--- src/design/srtf_pkg.sv ---
// Shared codes, state encoding and default sizes for the SRTF tick scheduler.
`timescale 1ns / 1ps
package srtf_pkg;

    localparam int DEF_MAX_JOBS  = 16;
    localparam int DEF_TIME_BITS = 16;

    localparam logic [1:0] OP_LOAD  = 2'd0;
    localparam logic [1:0] OP_TICK  = 2'd1;
    localparam logic [1:0] OP_CLEAR = 2'd2;

    typedef enum logic [2:0] {
        ST_LOADED  = 3'd0,
        ST_REJECT  = 3'd1,
        ST_RAN     = 3'd2,
        ST_IDLE    = 3'd3,
        ST_CLEARED = 3'd4
    } t_status;

    typedef enum logic [5:0] {
        S_IDLE = 6'b000001,
        S_SCAN = 6'b000010,
        S_WAIT = 6'b000100,
        S_RUN  = 6'b001000,
        S_TAT  = 6'b010000,
        S_DONE = 6'b100000
    } t_state;

endpackage

--- src/design/srtf_job_mem.sv ---
// Job table memory: one write port, one registered read port.
`timescale 1ns / 1ps
module srtf_job_mem #(
    parameter int DEPTH = srtf_pkg::DEF_MAX_JOBS,
    parameter int AW    = $clog2(srtf_pkg::DEF_MAX_JOBS),
    parameter int DW    = 3 * srtf_pkg::DEF_TIME_BITS
) (
    input  logic          i_clk,
    input  logic          i_we,
    input  logic [AW-1:0] i_waddr,
    input  logic [DW-1:0] i_wdata,
    input  logic [AW-1:0] i_raddr,
    output logic [DW-1:0] o_rdata
);
    import srtf_pkg::*;

    logic [DW-1:0] r_mem [DEPTH];
    logic [DW-1:0] r_rdata;

    always_ff @(posedge i_clk) begin
        if (i_we) begin
            r_mem[i_waddr] <= i_wdata;
        end
    end

    always_ff @(posedge i_clk) begin
        r_rdata <= r_mem[i_raddr];
    end

    assign o_rdata = r_rdata;

endmodule

--- src/design/srtf_pick.sv ---
// Running best-job tracker: folds in one table entry per beat.
`timescale 1ns / 1ps
module srtf_pick #(
    parameter int TIME_BITS = srtf_pkg::DEF_TIME_BITS,
    parameter int SLOT_W    = $clog2(srtf_pkg::DEF_MAX_JOBS)
) (
    input  logic                 i_clk,
    input  logic                 i_rst_n,
    input  logic                 i_clr,
    input  logic                 i_vld,
    input  logic [SLOT_W-1:0]    i_idx,
    input  logic [TIME_BITS-1:0] i_arr,
    input  logic [TIME_BITS-1:0] i_bur,
    input  logic [TIME_BITS-1:0] i_rem,
    input  logic [TIME_BITS-1:0] i_now,
    output logic                 o_found,
    output logic [SLOT_W-1:0]    o_slot,
    output logic [TIME_BITS-1:0] o_arr,
    output logic [TIME_BITS-1:0] o_bur,
    output logic [TIME_BITS-1:0] o_rem
);
    import srtf_pkg::*;

    logic                 r_found;
    logic [SLOT_W-1:0]    r_slot;
    logic [TIME_BITS-1:0] r_arr;
    logic [TIME_BITS-1:0] r_bur;
    logic [TIME_BITS-1:0] r_rem;
    logic                 eligible;
    logic                 better;
    logic                 take;

    // arrived and unfinished; strict compares keep the lower slot on a full tie
    assign eligible = (i_arr <= i_now) && (i_rem != '0);
    assign better   = !r_found || (i_rem < r_rem) || ((i_rem == r_rem) && (i_arr < r_arr));
    assign take     = i_vld && eligible && better;

    always_ff @(posedge i_clk) begin
        if (!i_rst_n) begin
            r_found <= 1'b0;
        end else if (i_clr) begin
            r_found <= 1'b0;
        end else if (take) begin
            r_found <= 1'b1;
        end
    end

    always_ff @(posedge i_clk) begin
        if (take) begin
            r_slot <= i_idx;
            r_arr  <= i_arr;
            r_bur  <= i_bur;
            r_rem  <= i_rem;
        end
    end

    assign o_found = r_found;
    assign o_slot  = r_slot;
    assign o_arr   = r_arr;
    assign o_bur   = r_bur;
    assign o_rem   = r_rem;

endmodule

--- src/design/srtf_tick_scheduler_top.sv ---
// Top level of the shortest-remaining-time-first tick scheduler.
`timescale 1ns / 1ps
// Usage
//   Command channel: drive i_operation, i_arrival_time and i_burst_length with
//   start high; the beat is taken at the rising edge where busy is low.
//   Every command yields exactly one result beat, shown for one cycle with
//   o_strobe high. The receiver cannot stall; results are never held back.
// Latency / throughput
//   Load, clear and unknown operations: result in the cycle after accept,
//   busy stays low, so one such command can be issued every cycle.
//   Tick: the job table memory is scanned one slot per cycle for the job with
//   least remaining time, then the chosen entry is written back and the
//   turnaround and waiting figures are formed in two further steps.
//   A tick keeps busy high through the scan, S_WAIT, S_RUN, S_TAT and S_DONE
//   (an empty table skips the scan and S_WAIT); its result is registered in
//   S_DONE. The single read port of the job memory sets the scan length.
// Reset
//   i_rst_n is synchronous, active low: job count and clock go to zero and
//   the sequencer returns to idle. The table memory is not cleared; only
//   slots below the job count are ever read. A clear command does the same.
// Times saturate at all ones; the clock stops there but jobs still run.
module srtf_tick_scheduler_top #(
    parameter int MAX_JOBS  = srtf_pkg::DEF_MAX_JOBS,
    parameter int TIME_BITS = srtf_pkg::DEF_TIME_BITS,
    parameter int SLOT_W    = (MAX_JOBS > 1) ? $clog2(MAX_JOBS) : 1
) (
    input  logic                    i_clk,
    input  logic                    i_rst_n,
    input  logic                    start,
    output logic                    busy,
    input  logic [1:0]              i_operation,
    input  logic [TIME_BITS-1:0]    i_arrival_time,
    input  logic [TIME_BITS-1:0]    i_burst_length,
    output logic                    o_strobe,
    output srtf_pkg::t_status       o_status,
    output logic [SLOT_W-1:0]       o_slot,
    output logic [TIME_BITS-1:0]    o_current_time,
    output logic                    o_job_finished,
    output logic [TIME_BITS-1:0]    o_completion_time,
    output logic [TIME_BITS-1:0]    o_turnaround_time,
    output logic [TIME_BITS-1:0]    o_waiting_time
);
    import srtf_pkg::*;

    localparam int CNT_W = $clog2(MAX_JOBS + 1);
    localparam int DW    = 3 * TIME_BITS;
    localparam logic [TIME_BITS-1:0] TMAX = '1;

    // control state
    t_state             r_state, n_state;
    logic [CNT_W-1:0]   r_count, n_count;
    logic [TIME_BITS-1:0] r_clock, n_clock;
    logic [SLOT_W-1:0]  r_rd_idx, n_rd_idx;
    logic               r_cmp_vld, n_cmp_vld;
    logic [SLOT_W-1:0]  r_cmp_idx, n_cmp_idx;
    logic [TIME_BITS-1:0] r_tat, n_tat;

    // result beat
    logic               r_strobe, n_strobe;
    t_status            r_status, n_status;
    logic [SLOT_W-1:0]  r_slot, n_slot;
    logic [TIME_BITS-1:0] r_time, n_time;
    logic               r_fin, n_fin;
    logic [TIME_BITS-1:0] r_ct, n_ct;
    logic [TIME_BITS-1:0] r_tat_o, n_tat_o;
    logic [TIME_BITS-1:0] r_wt, n_wt;

    // memory and picker hookup
    logic               mem_we;
    logic [SLOT_W-1:0]  mem_waddr;
    logic [DW-1:0]      mem_wdata;
    logic [DW-1:0]      mem_rdata;
    logic               pick_clr;
    logic               best_found;
    logic [SLOT_W-1:0]  best_slot;
    logic [TIME_BITS-1:0] best_arr;
    logic [TIME_BITS-1:0] best_bur;
    logic [TIME_BITS-1:0] best_rem;
    logic [TIME_BITS-1:0] clock_inc;
    logic               accept;

    assign accept    = start && !busy;
    assign clock_inc = (r_clock == TMAX) ? r_clock : r_clock + 1'b1;

    // Entry layout: {arrival, burst, remaining}. Writes happen at load accept
    // and in S_RUN; reads only in S_SCAN, never in the same cycle as a write,
    // so no forwarding path is needed.
    srtf_job_mem #(
        .DEPTH (MAX_JOBS),
        .AW    (SLOT_W),
        .DW    (DW)
    ) u_mem (
        .i_clk   (i_clk),
        .i_we    (mem_we),
        .i_waddr (mem_waddr),
        .i_wdata (mem_wdata),
        .i_raddr (r_rd_idx),
        .o_rdata (mem_rdata)
    );

    srtf_pick #(
        .TIME_BITS (TIME_BITS),
        .SLOT_W    (SLOT_W)
    ) u_pick (
        .i_clk   (i_clk),
        .i_rst_n (i_rst_n),
        .i_clr   (pick_clr),
        .i_vld   (r_cmp_vld),
        .i_idx   (r_cmp_idx),
        .i_arr   (mem_rdata[DW-1 -: TIME_BITS]),
        .i_bur   (mem_rdata[2*TIME_BITS-1 -: TIME_BITS]),
        .i_rem   (mem_rdata[TIME_BITS-1:0]),
        .i_now   (r_clock),
        .o_found (best_found),
        .o_slot  (best_slot),
        .o_arr   (best_arr),
        .o_bur   (best_bur),
        .o_rem   (best_rem)
    );

    always_comb begin
        n_state   = r_state;
        n_count   = r_count;
        n_clock   = r_clock;
        n_rd_idx  = r_rd_idx;
        n_cmp_vld = 1'b0;
        n_cmp_idx = r_rd_idx;
        n_tat     = r_tat;
        n_strobe  = 1'b0;
        n_status  = r_status;
        n_slot    = r_slot;
        n_time    = r_time;
        n_fin     = r_fin;
        n_ct      = r_ct;
        n_tat_o   = r_tat_o;
        n_wt      = r_wt;
        mem_we    = 1'b0;
        mem_waddr = r_count[SLOT_W-1:0];
        mem_wdata = {i_arrival_time, i_burst_length, i_burst_length};
        pick_clr  = 1'b0;

        case (r_state)
            S_IDLE: begin
                if (accept) begin
                    n_strobe = 1'b1;
                    n_status = ST_REJECT;
                    n_slot   = '0;
                    n_time   = r_clock;
                    n_fin    = 1'b0;
                    n_ct     = '0;
                    n_tat_o  = '0;
                    n_wt     = '0;
                    case (i_operation)
                        OP_LOAD: begin
                            if (i_burst_length != '0 && r_count != CNT_W'(MAX_JOBS)) begin
                                mem_we   = 1'b1;
                                n_count  = r_count + 1'b1;
                                n_status = ST_LOADED;
                                n_slot   = r_count[SLOT_W-1:0];
                            end
                        end
                        OP_TICK: begin
                            n_strobe = 1'b0;
                            pick_clr = 1'b1;
                            n_rd_idx = '0;
                            n_state  = (r_count == '0) ? S_RUN : S_SCAN;
                        end
                        OP_CLEAR: begin
                            n_count  = '0;
                            n_clock  = '0;
                            n_time   = '0;
                            n_status = ST_CLEARED;
                        end
                        default: begin
                        end
                    endcase
                end
            end
            S_SCAN: begin
                // read issued now, compared next cycle
                n_cmp_vld = 1'b1;
                n_rd_idx  = r_rd_idx + 1'b1;
                if (CNT_W'(r_rd_idx) == r_count - 1'b1) begin
                    n_state = S_WAIT;
                end
            end
            S_WAIT: begin
                n_state = S_RUN;
            end
            S_RUN: begin
                if (best_found) begin
                    mem_we    = 1'b1;
                    mem_waddr = best_slot;
                    mem_wdata = {best_arr, best_bur, best_rem - 1'b1};
                end
                n_clock = clock_inc;
                n_state = S_TAT;
            end
            S_TAT: begin
                n_tat   = r_clock - best_arr;
                n_state = S_DONE;
            end
            S_DONE: begin
                n_strobe = 1'b1;
                n_time   = r_clock;
                n_fin    = 1'b0;
                n_ct     = '0;
                n_tat_o  = '0;
                n_wt     = '0;
                if (best_found) begin
                    n_status = ST_RAN;
                    n_slot   = best_slot;
                    if (best_rem == TIME_BITS'(1)) begin
                        n_fin   = 1'b1;
                        n_ct    = r_clock;
                        n_tat_o = r_tat;
                        // saturated clock can leave turnaround below burst
                        n_wt    = (r_tat >= best_bur) ? r_tat - best_bur : '0;
                    end
                end else begin
                    n_status = ST_IDLE;
                    n_slot   = '0;
                end
                n_state = S_IDLE;
            end
            default: begin
                n_state = S_IDLE;
            end
        endcase
    end

    always_ff @(posedge i_clk) begin
        if (!i_rst_n) begin
            r_state   <= S_IDLE;
            r_count   <= '0;
            r_clock   <= '0;
            r_cmp_vld <= 1'b0;
            r_strobe  <= 1'b0;
        end else begin
            r_state   <= n_state;
            r_count   <= n_count;
            r_clock   <= n_clock;
            r_cmp_vld <= n_cmp_vld;
            r_strobe  <= n_strobe;
        end
    end

    always_ff @(posedge i_clk) begin
        r_rd_idx  <= n_rd_idx;
        r_cmp_idx <= n_cmp_idx;
        r_tat     <= n_tat;
        r_status  <= n_status;
        r_slot    <= n_slot;
        r_time    <= n_time;
        r_fin     <= n_fin;
        r_ct      <= n_ct;
        r_tat_o   <= n_tat_o;
        r_wt      <= n_wt;
    end

    assign busy              = (r_state != S_IDLE);
    assign o_strobe          = r_strobe;
    assign o_status          = r_status;
    assign o_slot            = r_slot;
    assign o_current_time    = r_time;
    assign o_job_finished    = r_fin;
    assign o_completion_time = r_ct;
    assign o_turnaround_time = r_tat_o;
    assign o_waiting_time    = r_wt;

    // a result beat never overlaps a tick still in the sequencer
    a_strobe_idle: assert property (@(posedge i_clk) disable iff (!i_rst_n)
        o_strobe |-> r_state == S_IDLE)
        else $error("result beat while sequencer busy");

    // the job count never passes the table depth
    a_count_range: assert property (@(posedge i_clk) disable iff (!i_rst_n)
        r_count <= CNT_W'(MAX_JOBS))
        else $error("job count beyond table depth");

    // an accepted tick always occupies the sequencer in the next cycle
    a_tick_busy: assert property (@(posedge i_clk) disable iff (!i_rst_n)
        (accept && i_operation == OP_TICK) |=> busy)
        else $error("tick accepted but sequencer idle");

    // a finished job never waits longer than its turnaround
    a_wait_le_tat: assert property (@(posedge i_clk) disable iff (!i_rst_n)
        (o_strobe && o_job_finished) |-> o_waiting_time <= o_turnaround_time)
        else $error("waiting time exceeds turnaround");

endmodule
--- config.mk ---
export PLATFORM = sky130hd
export DESIGN_NAME = srtf_tick_scheduler_top
export DESIGN_NICKNAME = d
export VERILOG_FILES = /design/src/design/srtf_pkg.sv /design/src/design/srtf_job_mem.sv /design/src/design/srtf_pick.sv /design/src/design/srtf_tick_scheduler_top.sv
export SDC_FILE = /design/constraint.sdc
export NUM_CORES = 1
export LEC_CHECK = 0
export BUFFER_PORTS_ARGS = -buffer_cell sky130_fd_sc_hd__buf_4
export CORE_MARGIN = 2
export CORE_UTILIZATION = 55
export DETAILED_ROUTE_END_ITERATION = 7
export GPL_ROUTABILITY_DRIVEN = 0
export PLACE_DENSITY = 0.74
export SLEW_MARGIN = 20
export SYNTH_ARGS = -nofsm -noshare
export SYNTH_HDL_FRONTEND = slang
export SYNTH_SLANG_ARGS = --single-unit
--- constraint.sdc ---
create_clock -name i_clk -period 5.2 [get_ports i_clk]
set_clock_uncertainty 0.1 [all_clocks]
set_input_delay 0.78 -clock i_clk [delete_from_list [all_inputs] [get_ports i_clk]]
set_output_delay 0.78 -clock i_clk [all_outputs]
set_load 0.1 [all_outputs]
Yosys cells after proc, flatten, opt, wreduce, memory -nomap -nowiden
Memory sizes are Yosys's and may differ from the RTL's. A register that Yosys moved wholly into a read port is not among the register bits. Index checks and enable logic that the tools add are counted.

Add/subtract/negate cells: 7. Shifts and indexed selects: 0. Bitwise logic cells: 1. Divide/modulo/power cells: 0. Order comparisons: 4. Reductions and logical operators: 24. Equality and inequality tests: 19. Multipliers: 0. Mux-type cells: 58.

Operator list (count): two-way mux 16 bit (11); case mux 16 bit (2 select lines) (5); two-way mux 48 bit (2); two-way mux 4 bit (9); less-than comparator 16 bit (2); nonzero test 16 bit (2); subtractor 16 bit (2); case mux 6 bit (5 select lines) (1); two-way mux 6 bit (3); two-way mux 1 bit (17); adder 16 x 1 -> 16 bit, second input constant (1); == test 16 x 1 -> 1 bit, second input constant (1); == test 16 bit (1); == test 16 bit, second input constant (1); greater-or-equal comparator 16 bit (1); <= comparator 16 bit (1); case mux 4 bit (2 select lines) (2); subtractor 16 x 1 -> 16 bit, second input constant (1); case mux 3 bit (2 select lines) (2); case mux 5 bit (2 select lines) (1); AND reduction 3 bit (3); inequality test 2 bit, second input constant (4); nonzero test 2 bit (4); == test 6 x 1 -> 1 bit, second input constant (1); 26 further kinds (35).

Input bits: 37. Memories: 1. Output and inout bits: 74. RAM bits: 768. Bits in latches: 0. Logic and storage cells: 134. Bits in read-only memories: 0. Register bits: 178.

Memory list: u_mem.r_mem (depth 16, width 48, rd ports 1, clocked after Yosys merged registers in 1, wr ports 1, RTL line srtf_job_mem.sv:17) `logic [DW-1:0] r_mem [DEPTH];`.

Logic depth before layout (Yosys ltp)
Depth in word-level cells: 8. Gate-level depth with buffers: 10. Gate-level depth less buffers: 9.

Modules after synthesis
From an unflattened synthesis, not the netlist that was laid out.

Cell total of the unflattened synthesis: 2259. Area total of the unflattened synthesis: 40027.1 µm².

By module, submodules not included: srtf_job_mem (cells an instance 1242, seq. area each 24023.0 µm², instances 1, area an instance 29694.7 µm²); srtf_tick_scheduler_top (cells an instance 790, seq. area each 3423.3 µm², instances 1, area an instance 7489.7 µm²); srtf_pick (cells an instance 227, seq. area each 1581.5 µm², instances 1, area an instance 2842.7 µm²).

Worst setup path before layout
OpenSTA, ideal clock, no wires.

Path kind: register to register. From: register r_clock[11]. To: register u_pick.r_arr[0], in the netlist u_pick.o_arr[0], enable pin. Setup time: 479 ps. Path buffers: 0. Arrival: 3967 ps. Required time: 4621 ps. Period minus slack after synthesis: 4546 ps. Stages on the path, launching flop included: 9. Path slack: 654 ps. Cells stage by stage: dfxtp_1 -> inv_1 -> ha_1 -> nand3_1 -> nor3_1 -> mux2i_1 -> o21ai_0 -> nand4_1 -> a21oi_1.

Word-level cells in the longest chain between the ends: 4.

Ends and longest elaborated chain: start, declared (RTL line srtf_tick_scheduler_top.sv:52) `logic [TIME_BITS-1:0] r_clock, n_clock;`; start signal, assigned (RTL line srtf_tick_scheduler_top.sv:242) `r_clock <= n_clock;`; <= comparator 16 bit (RTL line srtf_pick.sv:34) `assign eligible = (i_arr <= i_now) && (i_rem != '0);`; logical AND 1 bit (RTL line srtf_pick.sv:34); logical AND 1 bit (2 in series) (RTL line srtf_pick.sv:36) `assign take = i_vld && eligible && better;`; named net u_pick.take (RTL line srtf_pick.sv:31) `logic take;`; end signal, assigned (RTL line srtf_pick.sv:51) `r_arr <= i_arr;`; end, declared (RTL line srtf_pick.sv:26) `logic [TIME_BITS-1:0] r_arr;`.

The timed path passes the listed nets, and every way through them passes these cells. A chain may end at the register's enable or synchronous reset.

Worst setup path in the final report
From: register r_state[0]. To: memory u_mem.r_mem[1][37] (netlist bit), enable pin.

Word-level cells in the longest chain between the ends: 7. Elaborated cells between the ends (all ways): 10. Those cells by class: eq/ne (3); mux (5); reduce/logical (2).

Ends and longest elaborated chain: start, declared (RTL line srtf_tick_scheduler_top.sv:50) `t_state r_state, n_state;`; start signal, assigned (RTL line srtf_tick_scheduler_top.sv:240) `r_state <= n_state;`; inequality test 6 x 1 -> 1 bit (RTL line srtf_tick_scheduler_top.sv:261) `assign busy = (r_state != S_IDLE);`; logical NOT 1 bit (RTL line srtf_tick_scheduler_top.sv:82) `assign accept = start && !busy;`; logical AND 1 bit (RTL line srtf_tick_scheduler_top.sv:82); two-way mux 1 bit (RTL line srtf_tick_scheduler_top.sv:144) `if (accept) begin`; case mux 1 bit (2 select lines) (RTL line srtf_tick_scheduler_top.sv:142) `case (r_state)`; two-way mux 1 bit (RTL line srtf_job_mem.sv:21) `if (i_we) begin`; two-way mux 1 bit (not written as such) (RTL line srtf_job_mem.sv:22) `r_mem[i_waddr] <= i_wdata;`; end, declared (RTL line srtf_job_mem.sv:17).

Several ways; a longest one is shown, not always the timed one.

==> key figures <==
Power
  • Gate power share: roughly 13%
  • Leak: approximately 15 nW
  • Register share of total power: about half
  • Maximum VDD drop: 0.417 mV
  • Power, Total: 18.3 mW
  • Switching part of the total: 26.8%
  • P_int: roughly 13 mW
  • P_sw: around 5 mW
  • Clock power share: around 37%
  • P per Cell Area: 401 nW/um2

Floorplanning
  • Core area: a little over 70000 um2
  • Die span in x: 274 um
  • Die ar.: around 75000 um2
  • Starting Density: a little under three fifths
  • # rows: just under 100
  • IO Count: about 110
  • Die H: about 270 um

Global route
  • Antenna violations before repair: 2
  • GR Overflow Total: 0
  • Largest net degree at the start of global routing: 120
  • First-pass GRT wire length: 139000 um
  • Vias in the first global route: about 21k
  • Gr usage total: around a quarter

STA
  • Slew Limit Fails: 0
  • RSZ-0062 raised after global routing: false
  • WHS: between 0.3 and 0.4 ns
  • Final worst slack: ~1.4 ns
  • Fin crit period: 3.78 ns
  • Slew HR: 24.3%
  • Setup TNS: 0 ns
  • Final setup violating endpoints: 0
  • Tcrit/Tclk final: slightly above 70%
  • Worst Max-Slew Pin Slew: roughly 1.1 ns
  • FMAX: around 0.26 GHz
  • Hold Fails Final Rpt: 0

Routing
  • First-pass DRT Iterations: 7
  • DRT Wirelength: just over 90000 um
  • DRT antenna net count: 0
  • Vias per cell: 6.38
  • Wire length per cell: 27.8 um
  • DR iter-0 viols: 2899
  • Via Count: approximately 21k
  • DR DRC count: 0

Placement
  • Area post-placement: roughly 42000 um2
  • DP Worst Slack: between 1 and 1.5 ns
  • Placed insts: about 3.2k
  • Detailed placement HPWL: about 60000 um
  • Buffers on Ports: 110

Setup path
  • Crit end category: flip-flop
  • CP Launch Type: flip-flop
  • CP Data Required Time: 5.44 ns
  • Crit-path max FO: 54
  • Reg2Reg Setup Slack: 1.42 ns
  • WP data arrival: ~4 ns
  • Kind of critical path: flip-flop to flip-flop

Final layout
  • Commonest non-fill, non-tap cell in the layout: edfxtp_1
  • Finished Cell Area: around 46000 um2
  • # nets final: 2459
  • Highest-count cells in the layout ignoring fill and taps: 912 x edfxtp_1, 240 x mux4_2, 171 x buf_4
  • Syn-to-layout area delta: 13.9%
  • Fraction of layout cells with a size suffix above 1: approximately a quarter
  • Core Util, Final: 63.5%
  • Post-Layout Cell Count: around 3.4k

Logic synthesis
  • Syn nets: roughly 2.3k
  • Synth Instances: ~2.1k
  • Ys Warns: 0
  • Prevailing post-synth register cell: edfxtp_1
  • Register area share after synthesis: between 70 and 80%
  • Asr flop ratio synth: 0%
  • Yosys reg bits: between 900 and 1k
  • Synth cell types: 72
  • Mean Syn Cell Area: between 15 and 20 um2
  • Post-synthesis cell area: between 30000 and 40000 um2
  • EDFF count, synth: around 910

CTS
  • Clock sink count: around 1000
  • Clock transition at path regs: 0.07 ns
  • CTS tree: yes
  • H-Tree Depth: 3
  • Clock Tree Buf Depth: 3
  • Setup bufs post-CTS: 0
  • Cts bufs inserted: between 90 and 100
  • Root buffer cell: clkbuf_16
  • CTS Hold Bufs: 0
  • Resized Gates After CTS: 0
  • Clock Latency Late Sink: between 0.6 and 0.7 ns

Flow run
  • Max-cap violations: 0

Status
  • Status: finished, final reports clean

Worst hold path
  • Worst Hold Class: flip-flop to flip-flop
## logic make-up after synthesis
family,Yosys count,share of synthesized area (%)
flops,994,72.6
simple gates,387,5.07
mux,250,13.8
compound gates,220,3.36
buf+inv,171,1.66
fa+ha+maj,87,2.76
xor+xnor,37,0.810
## critical path: stages, from the launching register on
cell and delay [ns]:
dfxtp_1 0.39, or4_4 0.60, nor2_1 0.29, nand2_2 0.09, buf_4 0.33, o32ai_1 0.27, nand2_1 0.34, nor2_4 0.68
buf_12 0.30
## area by class of cell
cell class / count / area [um2]
flip-flops and latches: 994 / 29000
fillers: 4701 / 26200
multi-input cells: 981 / 10500
clock buffers: 118 / 2510
repair buffers: 180 / 1470
well taps: 950 / 1190
clock inverters: 60 / 573
inverters: 83 / 312
diodes: 2 / 5.00
## path summary, 6_finish.rpt
path                                                 from                            to  cells past startpoint
worst max register to register    r_state[0]$_SDFFE_PN1P_  u_mem.r_mem[1][37]$_DFFE_PP_                      8
worst max-delay path              r_state[0]$_SDFFE_PN1P_  u_mem.r_mem[1][37]$_DFFE_PP_                      8
worst min-delay path            u_mem.o_rdata[22]$_DFF_P_     u_pick.o_bur[6]$_DFFE_PP_                      0
worst min register to register  u_mem.o_rdata[22]$_DFF_P_     u_pick.o_bur[6]$_DFFE_PP_                      0
## layer usage
metal	GRT usage, %	part of all wire [%]
met1	37.8	41
met2	38.3	47
met3	4.93	9.6
met4	7.16	2.6
met5	0	0
## state kept, by name (all words and copies together), names as in the netlist, 3 cells and up
register / cells
u_pick.o_slot: 4
o_slot: 4
u_mem.r_mem: 768
r_tat: 16
r_clock: 16
n_cmp_idx: 4
o_completion_time: 16
u_mem.o_rdata: 48
o_status: 3
o_turnaround_time: 16
r_count: 5
u_pick.o_arr: 16
r_state: 6
u_pick.o_rem: 16
o_current_time: 16
o_waiting_time: 16
r_cmp_idx: 4
u_pick.o_bur: 16
## power groups by stage
stage	logic (mW)	clock network, mW	registers (mW)
2_1_floorplan	0.732	0	10.3
3_3_place_gp	2.32	0	9.32
3_5_place_dp	2.36	0	9.33
4_1_cts	2.37	6.84	9.16
5_1_grt	2.46	7.17	9.18
6_report	2.37	6.77	9.16
## cells in the mapped netlist (all sizes together) (13+ instances only)
master / count / area, um2
nand2: 88 / 330
xnor2: 30 / 263
ha: 85 / 1060
a31oi: 13 / 81.3
nand3: 34 / 175
o21ai: 79 / 395
and2: 40 / 250
edfxtp: 912 / 27400
nor3: 31 / 170
a21oi: 60 / 300
clkbuf: 68 / 255
mux4: 240 / 5410
nand4: 24 / 156
nor4: 15 / 130
buf: 20 / 97.6
nor2: 89 / 344
dfxtp: 82 / 1640
inv: 83 / 312
No activity file was read; power rests on OpenSTA's default activity.
